$ cat src/rtl/core/led_indicator_effect_engine_assert.svh
// ----------------------------------------------------------------------------
// LED indicator effect engine - assertion macros
// Concurrent checks clocked on i_clk, inactive while i_rst_n is low.
// ----------------------------------------------------------------------------
`ifndef LED_INDICATOR_EFFECT_ENGINE_ASSERT_SVH
`define LED_INDICATOR_EFFECT_ENGINE_ASSERT_SVH

`ifndef ASSERT_OFF
// property holds at every clock edge
`define LIE_ASSERT(lbl, prop, msg) \
    lbl: assert property (@(posedge i_clk) disable iff (!i_rst_n) (prop)) else $error(msg);
// antecedent implies consequent in the same cycle
`define LIE_ASSERT_IMPL(lbl, ante, cons, msg) \
    lbl: assert property (@(posedge i_clk) disable iff (!i_rst_n) (ante) |-> (cons)) \
        else $error(msg);
// antecedent implies consequent in the next cycle
`define LIE_ASSERT_NEXT(lbl, ante, cons, msg) \
    lbl: assert property (@(posedge i_clk) disable iff (!i_rst_n) (ante) |=> (cons)) \
        else $error(msg);
`else
`define LIE_ASSERT(lbl, prop, msg)
`define LIE_ASSERT_IMPL(lbl, ante, cons, msg)
`define LIE_ASSERT_NEXT(lbl, ante, cons, msg)
`endif

`endif

$ cat src/rtl/core/lie_pkg.sv
// ----------------------------------------------------------------------------
// LED indicator effect engine - package
// Shared constants, codes and the controller/datapath interface structs.
// ----------------------------------------------------------------------------
package lie_pkg;

    // input opcodes
    localparam logic [1:0] OP_UPDATE  = 2'd0;
    localparam logic [1:0] OP_TRIGGER = 2'd1;
    localparam logic [1:0] OP_MOTION  = 2'd2;

    // effect modes
    localparam logic [2:0] MODE_SOLID   = 3'd0;
    localparam logic [2:0] MODE_BREATH  = 3'd1;
    localparam logic [2:0] MODE_REACT   = 3'd2;
    localparam logic [2:0] MODE_RAINBOW = 3'd3;
    localparam logic [2:0] MODE_OFF     = 3'd4;

    // configuration register indexes
    localparam int unsigned CFG_IDX_W = 3;
    localparam logic [CFG_IDX_W-1:0] REG_BASE_COLOR  = 3'd0;
    localparam logic [CFG_IDX_W-1:0] REG_MACRO_COLOR = 3'd1;
    localparam logic [CFG_IDX_W-1:0] REG_BRIGHTNESS  = 3'd2;
    localparam logic [CFG_IDX_W-1:0] REG_EFFECT_MODE = 3'd3;
    localparam logic [CFG_IDX_W-1:0] REG_BREATH_SPD  = 3'd4;
    localparam logic [CFG_IDX_W-1:0] REG_OFF_MOTION  = 3'd5;
    localparam logic [CFG_IDX_W-1:0] REG_OFF_TIMEOUT = 3'd6;

    localparam logic [31:0] FLASH_MS      = 32'd300;
    localparam logic [7:0]  BRIGHT_RESET  = 8'hFF;
    localparam logic [7:0]  SPEED_RESET   = 8'd1;
    localparam logic [1:0]  LAST_CHANNEL  = 2'd2;

    // controller to datapath commands
    typedef struct packed {
        logic       acc;        // input transfer this cycle
        logic       prep;       // advance phase, pick source colour
        logic       mul_en;     // scale one channel
        logic [1:0] mul_ch;     // channel being scaled, 0 is blue
        logic       sel_factor; // multiply by breathing factor, not brightness
        logic       out_load;   // load the output register
    } t_dp_cmd;

    // datapath to controller status
    typedef struct packed {
        logic in_update;   // offered item is an update
        logic need_scale;  // mode uses brightness scaling
        logic need_second; // mode applies the breathing factor as well
        logic out_free;    // output register free by the next edge
    } t_dp_status;

endpackage

$ cat src/rtl/core/led_indicator_effect_engine.sv
// ----------------------------------------------------------------------------
// LED indicator effect engine - top level
// Produces one RGB colour per update item for the selected lighting effect.
// ----------------------------------------------------------------------------
// Input channel (i_valid / o_stall): opcode and millisecond time stamp.
//   Update items give one colour; trigger and motion items only change state.
// Output channel (o_valid / i_stall): 24-bit colour, red in bits 23:16.
// Configuration channel (i_cfg_valid / o_cfg_ready): register index and data,
//   always ready; write only while no update is in flight or undelivered.
// Input stalls until an update is loaded. Trigger and motion items take only
//   their transfer; solid or off prepare and load; reactive or rainbow add a
//   brightness pass, breathing a second one. The colour shows on o_valid in
//   the cycle after its load. One shared 8x8 multiplier scales one channel
//   per cycle, once for brightness and once more for the breathing factor.
// A finished colour waits in the output register, while the engine is free
//   to take trigger and motion items and to work on the next update; when it
//   is done it holds until the output register is taken.
// Reset (synchronous, active low) restores register defaults (brightness
//   255, breathing speed 1, others 0) and clears phase and timers.
// ----------------------------------------------------------------------------
module led_indicator_effect_engine (
    input  logic                          i_clk,
    input  logic                          i_rst_n,
    input  logic                          i_valid,
    output logic                          o_stall,
    input  logic [1:0]                    i_opcode,
    input  logic [31:0]                   i_now_ms,
    output logic                          o_valid,
    input  logic                          i_stall,
    output logic [23:0]                   o_color,
    input  logic                          i_cfg_valid,
    output logic                          o_cfg_ready,
    input  logic [lie_pkg::CFG_IDX_W-1:0] i_cfg_index,
    input  logic [31:0]                   i_cfg_data
);

    lie_pkg::t_dp_cmd    cmd;
    lie_pkg::t_dp_status status;

    assign o_cfg_ready = 1'b1;

    // sequencer
    lie_ctrl u_ctrl (
        .i_clk    (i_clk),
        .i_rst_n  (i_rst_n),
        .i_valid  (i_valid),
        .o_stall  (o_stall),
        .i_status (status),
        .o_cmd    (cmd)
    );

    // registers, multiplier and output
    lie_datapath u_datapath (
        .i_clk       (i_clk),
        .i_rst_n     (i_rst_n),
        .i_cmd       (cmd),
        .o_status    (status),
        .i_opcode    (i_opcode),
        .i_now_ms    (i_now_ms),
        .i_cfg_valid (i_cfg_valid),
        .i_cfg_index (i_cfg_index),
        .i_cfg_data  (i_cfg_data),
        .i_stall     (i_stall),
        .o_valid     (o_valid),
        .o_color     (o_color)
    );

endmodule

$ cat src/rtl/core/lie_datapath.sv
// ----------------------------------------------------------------------------
// LED indicator effect engine - datapath
// Configuration registers, effect state, shared 8x8 channel multiplier and
// the output register.
// ----------------------------------------------------------------------------
module lie_datapath (
    input  logic                          i_clk,
    input  logic                          i_rst_n,
    input  lie_pkg::t_dp_cmd              i_cmd,
    output lie_pkg::t_dp_status           o_status,
    input  logic [1:0]                    i_opcode,
    input  logic [31:0]                   i_now_ms,
    input  logic                          i_cfg_valid,
    input  logic [lie_pkg::CFG_IDX_W-1:0] i_cfg_index,
    input  logic [31:0]                   i_cfg_data,
    input  logic                          i_stall,
    output logic                          o_valid,
    output logic [23:0]                   o_color
);

    // configuration
    logic [23:0] r_base_color;
    logic [23:0] r_macro_color;
    logic [7:0]  r_brightness;
    logic [2:0]  r_effect_mode;
    logic [7:0]  r_breath_speed;
    logic        r_off_on_motion;
    logic [31:0] r_off_timeout;

    // effect state
    logic [17:0] r_phase;
    logic        r_react_act;
    logic [31:0] r_react_start;
    logic [31:0] r_last_motion;

    // working registers
    logic [31:0] r_now;
    logic [23:0] r_work;
    logic [7:0]  r_factor;
    logic        r_blank;
    logic        r_out_valid;

    logic [17:0] n_phase;
    logic [7:0]  k;
    logic [7:0]  h;
    logic [7:0]  n_factor;
    logic [31:0] react_age;
    logic [31:0] motion_age;
    logic        in_window;
    logic        n_blank;
    logic [23:0] n_src;
    logic [7:0]  mul_a;
    logic [7:0]  mul_b;
    logic [15:0] product;

    // status
    assign o_status.in_update   = (i_opcode == lie_pkg::OP_UPDATE);
    assign o_status.need_scale  = r_effect_mode inside {lie_pkg::MODE_BREATH,
                                                        lie_pkg::MODE_REACT,
                                                        lie_pkg::MODE_RAINBOW};
    assign o_status.need_second = (r_effect_mode == lie_pkg::MODE_BREATH);
    assign o_status.out_free    = !r_out_valid || !i_stall;

    // phase advance and breathing triangle
    assign n_phase  = r_phase + {10'd0, r_breath_speed};
    assign k        = n_phase[15:8];
    assign h        = n_phase[17:10];
    assign n_factor = k[7] ? {~k[6:0], 1'b0} : {k[6:0], 1'b0};

    // time windows, modulo 2^32
    assign react_age  = r_now - r_react_start;
    assign motion_age = r_now - r_last_motion;
    assign in_window  = r_react_act && (react_age < lie_pkg::FLASH_MS);
    assign n_blank    = r_off_on_motion && (r_off_timeout != 32'd0)
                     && (motion_age > r_off_timeout);

    // source colour for the effect
    always_comb begin
        case (r_effect_mode)
            lie_pkg::MODE_BREATH:  n_src = r_base_color;
            lie_pkg::MODE_REACT:   n_src = in_window ? r_macro_color : r_base_color;
            lie_pkg::MODE_RAINBOW: n_src = {h, ~h, 1'b0, h[7:1]};
            lie_pkg::MODE_OFF:     n_src = 24'd0;
            default:               n_src = r_base_color;
        endcase
    end

    // shared channel multiplier
    assign mul_a   = r_work[{i_cmd.mul_ch, 3'b000} +: 8];
    assign mul_b   = i_cmd.sel_factor ? r_factor : r_brightness;
    assign product = mul_a * mul_b;

    // configuration writes
    always_ff @(posedge i_clk) begin
        if (!i_rst_n) begin
            r_base_color    <= 24'd0;
            r_macro_color   <= 24'd0;
            r_brightness    <= lie_pkg::BRIGHT_RESET;
            r_effect_mode   <= lie_pkg::MODE_SOLID;
            r_breath_speed  <= lie_pkg::SPEED_RESET;
            r_off_on_motion <= 1'b0;
            r_off_timeout   <= 32'd0;
        end else if (i_cfg_valid) begin
            case (i_cfg_index)
                lie_pkg::REG_BASE_COLOR:  r_base_color    <= i_cfg_data[23:0];
                lie_pkg::REG_MACRO_COLOR: r_macro_color   <= i_cfg_data[23:0];
                lie_pkg::REG_BRIGHTNESS:  r_brightness    <= i_cfg_data[7:0];
                lie_pkg::REG_EFFECT_MODE: r_effect_mode   <= i_cfg_data[2:0];
                lie_pkg::REG_BREATH_SPD: begin
                    if (i_cfg_data[7:0] != 8'd0) r_breath_speed <= i_cfg_data[7:0];
                end
                lie_pkg::REG_OFF_MOTION:  r_off_on_motion <= i_cfg_data[0];
                lie_pkg::REG_OFF_TIMEOUT: r_off_timeout   <= i_cfg_data;
                default: ;
            endcase
        end
    end

    // effect state
    always_ff @(posedge i_clk) begin
        if (!i_rst_n) begin
            r_phase       <= 18'd0;
            r_react_act   <= 1'b0;
            r_react_start <= 32'd0;
            r_last_motion <= 32'd0;
        end else if (i_cmd.acc) begin
            if (i_opcode == lie_pkg::OP_TRIGGER) begin
                r_react_act   <= 1'b1;
                r_react_start <= i_now_ms;
            end
            if (i_opcode == lie_pkg::OP_MOTION) r_last_motion <= i_now_ms;
        end else if (i_cmd.prep) begin
            r_phase <= n_phase;
            if ((r_effect_mode == lie_pkg::MODE_REACT) && !in_window) r_react_act <= 1'b0;
        end
    end

    // working colour: load source, then scale channel by channel
    always_ff @(posedge i_clk) begin
        if (i_cmd.acc) r_now <= i_now_ms;
        if (i_cmd.prep) begin
            r_work   <= n_src;
            r_factor <= n_factor;
            r_blank  <= n_blank;
        end else if (i_cmd.mul_en) begin
            r_work[{i_cmd.mul_ch, 3'b000} +: 8] <= product[15:8];
        end
    end

    // output register
    always_ff @(posedge i_clk) begin
        if (!i_rst_n) begin
            r_out_valid <= 1'b0;
        end else if (i_cmd.out_load) begin
            r_out_valid <= 1'b1;
        end else if (!i_stall) begin
            r_out_valid <= 1'b0;
        end
    end

    always_ff @(posedge i_clk) begin
        if (i_cmd.out_load) o_color <= r_blank ? 24'd0 : r_work;
    end

    assign o_valid = r_out_valid;

endmodule

$ cat src/rtl/core/lie_ctrl.sv
// ----------------------------------------------------------------------------
// LED indicator effect engine - controller
// Sequences one update: preparation, brightness pass if scaled, breathing pass
// if breathing, output load. Trigger and motion items complete at transfer.
// ----------------------------------------------------------------------------
`include "led_indicator_effect_engine_assert.svh"

module lie_ctrl (
    input  logic                 i_clk,
    input  logic                 i_rst_n,
    input  logic                 i_valid,
    output logic                 o_stall,
    input  lie_pkg::t_dp_status  i_status,
    output lie_pkg::t_dp_cmd     o_cmd
);

    localparam logic [2:0] S_IDLE = 3'd0;
    localparam logic [2:0] S_PREP = 3'd1;
    localparam logic [2:0] S_MUL1 = 3'd2;
    localparam logic [2:0] S_MUL2 = 3'd3;
    localparam logic [2:0] S_DONE = 3'd4;

    logic [2:0] r_state;
    logic [2:0] n_state;
    logic [1:0] r_ch;
    logic [1:0] n_ch;
    logic       acc;
    logic       in_mul;

    assign o_stall = (r_state != S_IDLE);
    assign acc     = i_valid && !o_stall;
    assign in_mul  = r_state inside {S_MUL1, S_MUL2};

    // next state and commands
    always_comb begin
        n_state          = r_state;
        n_ch             = r_ch;
        o_cmd            = '0;
        o_cmd.acc        = acc;
        o_cmd.mul_ch     = r_ch;
        case (r_state)
            S_IDLE: begin
                if (acc && i_status.in_update) n_state = S_PREP;
            end
            S_PREP: begin
                o_cmd.prep = 1'b1;
                n_ch       = 2'd0;
                n_state    = i_status.need_scale ? S_MUL1 : S_DONE;
            end
            S_MUL1: begin
                o_cmd.mul_en = 1'b1;
                if (r_ch == lie_pkg::LAST_CHANNEL) begin
                    n_ch    = 2'd0;
                    n_state = i_status.need_second ? S_MUL2 : S_DONE;
                end else begin
                    n_ch = r_ch + 2'd1;
                end
            end
            S_MUL2: begin
                o_cmd.mul_en     = 1'b1;
                o_cmd.sel_factor = 1'b1;
                if (r_ch == lie_pkg::LAST_CHANNEL) begin
                    n_ch    = 2'd0;
                    n_state = S_DONE;
                end else begin
                    n_ch = r_ch + 2'd1;
                end
            end
            S_DONE: begin
                if (i_status.out_free) begin
                    o_cmd.out_load = 1'b1;
                    n_state        = S_IDLE;
                end
            end
            default: n_state = S_IDLE;
        endcase
    end

    // state registers
    always_ff @(posedge i_clk) begin
        if (!i_rst_n) begin
            r_state <= S_IDLE;
            r_ch    <= 2'd0;
        end else begin
            r_state <= n_state;
            r_ch    <= n_ch;
        end
    end

    // checks
    `LIE_ASSERT_IMPL(a_load_free, o_cmd.out_load, i_status.out_free, "output overwritten")
    `LIE_ASSERT(a_ch_range, r_ch != 2'd3, "channel counter out of range")
    `LIE_ASSERT_NEXT(a_update_prep, acc && i_status.in_update, r_state == S_PREP, "update lost")
    `LIE_ASSERT_IMPL(a_mul_scaled, in_mul, i_status.need_scale, "scaling in unscaled mode")

endmodule

$ cat config.mk
export PLATFORM = sky130hd
export DESIGN_NAME = led_indicator_effect_engine
export DESIGN_NICKNAME = d
export VERILOG_FILES = /design/src/rtl/core/lie_pkg.sv /design/src/rtl/core/led_indicator_effect_engine.sv /design/src/rtl/core/lie_datapath.sv /design/src/rtl/core/lie_ctrl.sv
export VERILOG_INCLUDE_DIRS = /design/src /design/src/rtl/core
export SDC_FILE = /design/constraint.sdc
export NUM_CORES = 1
export LEC_CHECK = 0
export BUFFER_PORTS_ARGS = -buffer_cell sky130_fd_sc_hd__buf_2
export CELL_PAD_IN_SITES_DETAIL_PLACEMENT = 2
export CELL_PAD_IN_SITES_GLOBAL_PLACEMENT = 2
export CORE_UTILIZATION = 36
export CTS_BUF_LIST = sky130_fd_sc_hd__clkbuf_8
export DETAILED_ROUTE_END_ITERATION = 12
export PLACE_DENSITY_LB_ADDON = 0.2
export REMOVE_ABC_BUFFERS = 1
export SLEW_MARGIN = 10
export SYNTH_ARGS = -nofsm -noshare
export SYNTH_HDL_FRONTEND = slang
export SYNTH_HIERARCHICAL = 1
export SYNTH_SLANG_ARGS = --single-unit
$ cat constraint.sdc
create_clock -name i_clk -period 6.4 [get_ports i_clk]
set_clock_uncertainty 0.15 [all_clocks]
set_input_delay 0.64 -clock i_clk [delete_from_list [all_inputs] [get_ports i_clk]]
set_output_delay 0.64 -clock i_clk [all_outputs]
set_load 0.02 [all_outputs]
**Word level (Yosys, flattened, before mapping)**

Cells that the tools add are included.

- Register bits: 278
- Input port bits: 74
- Output and inout port bits: 27
- Word-level logic and storage cells: 118

- $add $sub $neg: 5
- Multiply operators: 1
- $lt $le $gt $ge: 2
- Eq/ne operators: 23
- Shift operators: 3
- Mux-type cells: 27
- Bitwise operators: 3
- Reductions and logical operators: 35

Operators with widths:

| cell | number |
|---|---|
| $mux W24 | 3 |
| $pmux W24 S3 | 1 |
| $sub A32 B32 Y32 | 2 |
| $gt A32 B32 Y1 | 1 |
| $lt A32 B9 Y1 const B | 1 |
| $reduce_bool A32 Y1 | 1 |
| $bwmux W24 | 1 |
| $shift A8 B7 Y24 const A | 1 |
| $shiftx A24 B6 Y8 | 1 |
| $shiftx A8 B7 Y24 | 1 |
| $add A18 B8 Y18 | 1 |
| $eq A3 B2 Y1 const B | 6 |
| $mux W3 | 6 |
| $reduce_and A2 Y1 | 9 |
| $mul A8 B8 Y16 | 1 |
| $mux W8 | 2 |
| $eq A3 B3 Y1 const B | 5 |
| $pmux W3 S5 | 1 |
| $mux W1 | 11 |
| $eq A3 B1 Y1 const B | 3 |
| $not A8 Y8 | 1 |
| $reduce_bool A2 Y1 | 4 |
| $reduce_bool A8 Y1 | 1 |
| $neg A5 Y7 | 1 |
| other kinds (18) | 34 |

**Logic depth before layout (Yosys ltp)**

Gate-level depths: netlist of run 1.

- Word-level depth: 8
- Mapped depth: 24
- Gate-level depth less buffers: 24

**Modules after synthesis**

Netlist of run 1, hierarchy kept.

By module, submodules not included:

| module | instances | cells each | area each (µm²) | sequential area each (µm²) |
|---|---|---|---|---|
| lie_datapath | 1 | 2121 | 18084.8 | 6326.1 |
| lie_ctrl | 1 | 40 | 329.1 | 100.1 |
| led_indicator_effect_engine | 1 | 2 | 11.3 | 0.0 |

**Worst setup path after synthesis of run 1**

OpenSTA, ideal clock, no wires.

- Kind: reg-to-reg
- Start: reg u_ctrl.r_state[2]
- End: reg u_datapath.r_work[14] (data pin)
- Setup time: 0.266 ns
- Arrival time: 5.796 ns
- Required time: 5.984 ns
- Setup slack: 0.188 ns
- Stages on the path, launching flop included: 24
- Buffers on the path: 3
- Period minus slack after synthesis: 6.212 ns
- Cell sequence: dfxtp_1 -> buf_2 -> nor2b_1 -> buf_4 -> and2_2 -> clkbuf_1 -> mux2i_1 -> nor2_1 -> fa_1 -> fa_1 -> inv_1 -> fa_1 -> inv_1 -> fa_1 -> ha_1 -> nand3b_1 -> nor4_1 -> a221o_1 -> o31a_1 -> a211o_1 -> nand2_1 -> xnor2_1 -> a222oi_1 -> or3b_1

RTL lines:

| what | RTL line | text |
|---|---|---|
| start, declared | lie_ctrl.sv:23 | `logic [2:0] r_state;` |
| start signal, assigned | lie_ctrl.sv:85 | `r_state <= n_state;` |
| end signal, assigned | lie_datapath.sv:142 | `r_work <= n_src;` |
| end signal, assigned by index | lie_datapath.sv:146 | `r_work[{i_cmd.mul_ch, 3'b000} +: 8] <= product[15:8];` |
| end, declared | lie_datapath.sv:38 | `logic [23:0] r_work;` |

**Worst setup path after layout of run 1**

- Start: reg u_ctrl.r_ch[1]
- End: reg u_datapath.r_work[14] (data pin)

- Longest elaborated chain between the ends: 6
- Elaborated cells between the ends (all ways): 8
- Those cells by class: add/sub: 1; mul: 1; shift: 3; mux: 3

Ends and longest elaborated chain:

| what | RTL line | text |
|---|---|---|
| start, declared | lie_ctrl.sv:25 | `logic [1:0] r_ch;` |
| start signal, assigned | lie_ctrl.sv:86 | `r_ch <= n_ch;` |
| $shiftx A24 B6 Y8 | lie_datapath.sv:89 | `assign mul_a = r_work[{i_cmd.mul_ch, 3'b000} +: 8];` |
| $mul A8 B8 Y16 | lie_datapath.sv:91 | `assign product = mul_a * mul_b;` |
| $shiftx A8 B7 Y24 | lie_datapath.sv:146 |  |
| $bwmux W24 * | lie_datapath.sv:146 |  |
| $mux W24 * | lie_datapath.sv:145 | `end else if (i_cmd.mul_en) begin` |
| $mux W24 * | lie_datapath.sv:141 | `if (i_cmd.prep) begin` |

Every way passes the cells marked *; elsewhere a longest branch is shown, timed or not. The select of a mux whose other input is x is not followed.
A chain may end at the register's enable or synchronous reset.

==> impl_metrics.env, run 1 <==
export IMPL_drt_iter0_drc=824
export IMPL_async_flop_share_pct=0
export IMPL_htree_levels=2
export IMPL_fin_ws_ns=0.1983
export IMPL_fin_crit_sh_pct=96.90
export IMPL_grt_usage_pct=24.20
export IMPL_detailed_place_hpwl_mm=48.02
export IMPL_cp_end_kind="register"
export IMPL_period_needed_ns=6.202
export IMPL_synth_cell_types=93
export IMPL_r2r_cells=20
export IMPL_cts_root_buffer="clkbuf_8"
export IMPL_grt_pass1_wl_mm=99.80
export IMPL_synth_ff_type="dfxtp_1"
export IMPL_setup_tns_ns=0
export IMPL_final_layout_size_suffix_gt1_share_pct=11.83
export IMPL_crit_required_ns=6.62
export IMPL_ys_seq_elements=277
export IMPL_max_freq_mhz=161.2
export IMPL_vdd_ir_drop_max_mv=1.414
export IMPL_worst_pin_slew_ns=1.095
export IMPL_yosys_warnings=6
export IMPL_finalMaxSlewViolations=0
export IMPL_relSlewSlack_pct=26.97
export IMPL_final_nets=2512
export IMPL_netlist_area_leader_share_pct=20.54
export IMPL_routedWlPerCell_um=21.15
export IMPL_drt_first_pass_iters=6
export IMPL_core_um2=50270
export IMPL_syn_to_final_growth_pct=13.53
export IMPL_finalSetupViolCount=0
export IMPL_io_pins=101
export IMPL_initial_core_util_pct=36.65
export IMPL_total_power_uw=12920
export IMPL_synth_edf_count=88
export IMPL_synth_top_area_cell="dfxtp_1"
export IMPL_dieArea_um2=52090
export IMPL_row_count=82
export IMPL_grt_overflow_total=0
export IMPL_drv_cap=0
export IMPL_status="completed"
export IMPL_grt_max_degree=79
export IMPL_power_density_nw_per_um2=617.8
export IMPL_drc=0
export IMPL_syn_avg_cell_area_um2=8.518
export IMPL_layout_commonest_cell="nand2_1"
export IMPL_hold_ws_ns=0.05403
export IMPL_cts_buffers_inserted=52
export IMPL_vias_per_cell=5.435
export IMPL_num_vias=16200
export IMPL_reg2reg_from="u_ctrl/r_ch[1]"
export IMPL_preCtsSetupSlack_ns=0.01482
export IMPL_r2r_end="u_datapath/r_work[14]"
export IMPL_cts_sinks=277
export IMPL_fp_dieH_um=228.2
export IMPL_synth_area_leaders="dfxtp_1 (21%), edfxtp_1 (14%), ha_1 (9.3%), nand2_1 (7.8%), a21boi_0 (6.2%)"
export IMPL_wl_mm=63.04
export IMPL_final_cell_mix="nand2_1 (382), dfxtp_1 (188), inv_1 (184)"
export IMPL_finalWeightedCongestion=0.9037
export IMPL_ys_seq_area_share_pct=34.88
export IMPL_first_global_vias=17950
export IMPL_clockBufferDepth=3
export IMPL_power_leakage_uw=0.008084
export IMPL_reg2reg_slack_ns=0.20
export IMPL_startpoint="u_ctrl/r_ch[1]"
export IMPL_final_hold_violation_count=0
export IMPL_clkTransAtPathRegs_ns=0.06
export IMPL_io_buffers=99
export IMPL_criticalPathCategory="reg -> reg"
export IMPL_dieWidth_um=228.2
export IMPL_antenna_left=0
export IMPL_hp_class="in -> reg"
export IMPL_endpoint="u_datapath/r_work[14]"
export IMPL_antenna_found_initial=3
export IMPL_cp_data_arrival_time_ns=6.42
export IMPL_crit_path_max_fanout=14
export IMPL_syn_cell_area_um2=18430
export IMPL_syn_inst=2163
export IMPL_clkLatencyLatePin_ns=0.64
export IMPL_cp_start_kind="register"
export IMPL_tritoncts="done"
-- worst max-delay path, stage by stage, from the launching register on --
cell and delay, ns:
dfxtp_1 0.44, buf_6 0.21, mux2_4 0.33, a21oi_4 0.20, nor2_1 0.10, fa_1 0.47, fa_1 0.58, inv_1 0.07
fa_1 0.48, inv_1 0.06, fa_1 0.51, ha_1 0.34, nand3b_1 0.10, nor4_1 0.05, a221o_1 0.35, o31a_1 0.34
a211o_1 0.32, nand2_1 0.10, xnor2_1 0.09, a222oi_1 0.28, or3b_1 0.37
-- state kept, by name (all words and copies together) (netlist names) --
name                        cells
u_ctrl/r_ch                     2
u_ctrl/r_state                  3
u_datapath/o_color             24
u_datapath/o_valid              1
u_datapath/r_base_color        24
u_datapath/r_blank              1
u_datapath/r_breath_speed       8
u_datapath/r_brightness         8
u_datapath/r_effect_mode        3
u_datapath/r_factor             7
u_datapath/r_last_motion       32
u_datapath/r_macro_color       24
u_datapath/r_now               32
u_datapath/r_off_on_motion      1
u_datapath/r_off_timeout       32
u_datapath/r_phase             18
u_datapath/r_react_act          1
u_datapath/r_react_start       32
u_datapath/r_work              24
-- layer usage --
layer | track usage [%] | vias up | wire, um
met4 | 9.878 | 4 | 2622
met5 | 0 | - | 23
li1 | - | 7705 | -
met3 | 4.100 | 145 | 2133
met1 | 28.35 | 8093 | 26580
met2 | 43.49 | 255 | 31680
-- worst min path at each step --
stage,to,slack (ns),cells after the start,start
2_1_floorplan,u_datapath/r_brightness[1],0.29,2,u_datapath/r_brightness[1]
3_3_place_gp,u_datapath/r_react_start[6],0.30,2,u_datapath/r_react_start[6]
3_5_place_dp,u_datapath/r_last_motion[5],0.31,2,u_datapath/r_last_motion[5]
4_1_cts,u_datapath/r_now[24],0.0002,1,i_now_ms[24]
5_1_grt,u_datapath/r_now[24],0.006,1,i_now_ms[24]
6_report,u_datapath/r_now[17],0.05,1,i_now_ms[17]
-- Yosys cell counts, drive strengths merged (5+ instances only) --
cell     number
ha          137
o21bai       11
and3         18
a21o         42
nand3        78
buf          15
a211o         7
o211ai       30
o21a         16
o22ai         5
and2         25
a211oi       11
nand3b        7
nor4         13
nor3         24
nand2       382
clkbuf       81
a22oi         7
xor2         30
and3b         5
edfxtp       88
xnor2        51
or2          21
a21boi      153
a2bb2oi       8
nor2b        56
or3          15
nand4        25
fa           37
a31oi        11
dfxtp       189
mux2i        26
inv         165
nor2        132
o21ai        56
nand2b       18
a21oi        89
-- cell families after synthesis --
logic type      share of synthesized area (%)
compound gates                          19.65
xor+xnor                                3.850
fa+ha+maj                               13.32
buf+inv                                 5.521
flops                                   34.88
mux                                     1.677
other cells                           0.02035
simple gates                            21.08
-- power breakdown --
part / internal (uW) / switching [uW]
Sequential: 2140 / 66.6
Combinational: 3620 / 5200
Clock: 1070 / 826
Total: 6830 / 6090
-- metrics by stage --
stage          cell area [um^2]  utilization (%)  std cells
5_1_grt                   20920            41.61       2980
3_5_place_dp              19650            39.08       2871
4_1_cts                   20870            41.51       2976
3_3_place_gp              19650            39.08       2871
2_1_floorplan             18030                -       2067
6_report                  20920            41.61       2981
-- layout make-up --
class                           instances  area [um^2]
Fill cell                            5681        29350
Multi-Input combinational cell       1625        11040
Sequential cell                       277         6427
Clock buffer                           65        894.6
Timing Repair Buffer                  143        852.1
Tap cell                              672        840.8
Inverter                              165        619.3
Clock inverter                         32        242.7
Antenna cell                            2        5.005
-- what timing repair did --
item,CTS,global route
resized for setup,0,8
setup endpoints to repair,0,9
hold endpoints to repair,8,0
hold buffers,8,0
buffers inserted,0,3
Power figures use the tool's default switching activity.
==> inputs of run 2 (changes only) <==
--- a/config.mk
+++ b/config.mk
@@ -7,7 +7,7 @@
 export NUM_CORES = 1
 export LEC_CHECK = 0
 export BUFFER_PORTS_ARGS = -buffer_cell sky130_fd_sc_hd__buf_2
-export CELL_PAD_IN_SITES_DETAIL_PLACEMENT = 2
+export CELL_PAD_IN_SITES_DETAIL_PLACEMENT = 0
 export CELL_PAD_IN_SITES_GLOBAL_PLACEMENT = 2
 export CORE_UTILIZATION = 36
 export CTS_BUF_LIST = sky130_fd_sc_hd__clkbuf_8
==> run 2 against run 1 <==
- wire length decreased by 14%
- power shrank 5.9%
- first-iteration DRC count up 6.6%
- fmax rose by 1.8%
- via count is 5.3% lower
- core utilization fell by 0.43 points
- critical path type unchanged
- critical endpoint unchanged
- largest power group unchanged
- highest routed layer unchanged
==> impl_metrics.env, run 2 (synthesis gave the netlist of run 1 again) <==
export IMPL_status="completed"
export IMPL_io_pins=101
export IMPL_grt_max_degree=79
export IMPL_drv_cap=0
export IMPL_power_leakage_uw=0.007993
export IMPL_dieArea_um2=52090
export IMPL_rsz0062_at_grt="no"
export IMPL_syn_to_final_growth_pct=12.37
export IMPL_vdd_ir_drop_max_mv=1.479
export IMPL_fin_util_pct=41.18
export IMPL_cts_buffers_inserted=51
export IMPL_cp_buffers_inverters=3
export IMPL_clockBufferDepth=3
export IMPL_cts_sinks=277
export IMPL_crit_path_max_fanout=8
export IMPL_pwr_share_comb_pct=68.4
export IMPL_cp_end_kind="register"
export IMPL_antenna_left=0
export IMPL_io_buffers=99
export IMPL_pwr_share_seq_pct=18.1
export IMPL_wl_mm=54.01
export IMPL_fp_dieH_um=228.2
export IMPL_setup_tns_ns=0
export IMPL_post_cts_buffers=0
export IMPL_clkPwrFrac_pct=13.5
export IMPL_finalMaxSlewViolations=0
export IMPL_row_count=82
export IMPL_drt_iter0_drc=878
export IMPL_r2r_cells=20
export IMPL_power_density_nw_per_um2=587.2
export IMPL_final_layout_size_suffix_gt1_share_pct=11.17
export IMPL_core_um2=50270
export IMPL_criticalPathCategory="reg -> reg"
export IMPL_clkTransAtPathRegs_ns=0.06
export IMPL_nFillCells=5209
export IMPL_initial_core_util_pct=36.65
export IMPL_final_hold_violation_count=0
export IMPL_htree_levels=2
export IMPL_grt_usage_pct=20.82
export IMPL_hp_class="in -> reg"
export IMPL_antenna_found_initial=2
export IMPL_dieWidth_um=228.2
export IMPL_cpLargestDelayFamily="adder cells"
export IMPL_max_stage_delay_ns=0.52
export IMPL_num_vias=15350
export IMPL_cp_start_kind="register"
export IMPL_final_nets=2507
export IMPL_p_int_uw=6494
export IMPL_finalWeightedCongestion=0.9037
export IMPL_cts_root_buffer="clkbuf_8"
export IMPL_cp_depth=20
export IMPL_seq_area_um2=6426
export IMPL_tritoncts="done"
export IMPL_worst_pin_slew_ns=1.132
export IMPL_swShare_pct=46.59
export IMPL_max_freq_mhz=164.2
export IMPL_final_cell_mix="nand2_1 (382), dfxtp_1 (189), inv_1 (185)"
export IMPL_routedWlPerCell_um=18.17
export IMPL_detailed_place_hpwl_mm=40.84
export IMPL_cp_data_arrival_time_ns=6.35
export IMPL_grt_pass1_wl_mm=86.07
export IMPL_first_global_vias=15390
export IMPL_period_needed_ns=6.091
export IMPL_fin_crit_sh_pct=95.16
export IMPL_crit_chain="nor2b_1, and2_4, mux2i_1, buf_4, nor2_1, fa_1, fa_1, ha_1, inv_1, fa_1, inv_1, ha_1, a21o_1, a221o_1, o31a_1, a211o_1, nand2_1, xnor2_1, a222oi_1, or3b_1"
export IMPL_whs_path_depth=1
export IMPL_relSlewSlack_pct=24.54
export IMPL_multi_input_comb_area_um2=11020
export IMPL_vias_per_cell=5.161
export IMPL_crit_required_ns=6.66
export IMPL_clkLatencyLatePin_ns=0.67
export IMPL_cp_slowest_cell="fa_1"
export IMPL_drt_first_pass_iters=6
export IMPL_grt_overflow_total=0
export IMPL_drc=0
export IMPL_layout_commonest_cell="nand2_1"
export IMPL_finalSetupViolCount=0
export IMPL_cpMostUsedCell="fa_1"
export IMPL_p_sw_uw=5665
run 2: changes by cell type in the layout (fill, tap and decap cells not counted), moves of 2 or more:
cell,previous run,this run
clkbuf_8,65,58
bufinv_16,4,0
clkinv_1,1,5
a21oi_1,83,86
a21oi_2,5,2
clkinvlp_4,3,0
buf_4,36,34
run 2: routing by layer:
layer | GRT usage [%] | vias to the layer above | share of wire (%)
met3 | 3.425 | 88 | 4.1
li1 | - | 7696 | -
met2 | 36.10 | 322 | 48
met4 | 6.502 | 4 | 2.9
met1 | 26.29 | 7235 | 45
met5 | 0 | - | 0.043
run 2: path summary, 6_finish.rpt:
check | from | to | slack (ns)
max | u_ctrl/r_state[1] | u_datapath/r_work[14] | 0.31
max reg2reg | u_ctrl/r_state[1] | u_datapath/r_work[14] | 0.31
min | i_now_ms[25] | u_datapath/r_now[25] | 0.06
min reg2reg | u_datapath/r_last_motion[18] | u_datapath/r_last_motion[18] | 0.31
run 2: layout make-up:
class / instances / share of cell area, %
Clock inverter: 36 / 0.8702
Tap cell: 672 / 4.061
Multi-Input combinational cell: 1625 / 53.23
Antenna cell: 1 / 0.01209
Clock buffer: 58 / 3.855
Sequential cell: 277 / 31.04
Timing Repair Buffer: 139 / 3.940
Inverter: 165 / 2.991
run 2: timing repair:
item,CTS,global route
resized for setup,0,2
endpoints found under the hold margin,7,0
hold buffers,7,0
endpoints found under the setup margin,0,4
run 2: metrics by stage:
step	total power (uW)	hold slack (ns)	instances	setup slack (ns)	instance area [um^2]
global route	13180	0.01745	2972	0.007720	20700
CTS	12280	0.0005349	2972	0.2240	20700
finish	12160	0.05674	2973	0.3095	20700
detailed placement	10570	0.3084	2871	0.2528	19650
floorplan	8639	0.2880	2067	0.2861	18030
global placement	10450	0.3031	2871	0.3507	19650
run 2: power by group through the flow:
stage | clock network (uW) | logic (uW) | registers [uW]
floorplan | 0 | 6360 | 2280
global placement | 0 | 8220 | 2230
detailed placement | 0 | 8330 | 2240
CTS | 1700 | 8380 | 2200
global route | 1770 | 9210 | 2190
finish | 1640 | 8320 | 2200
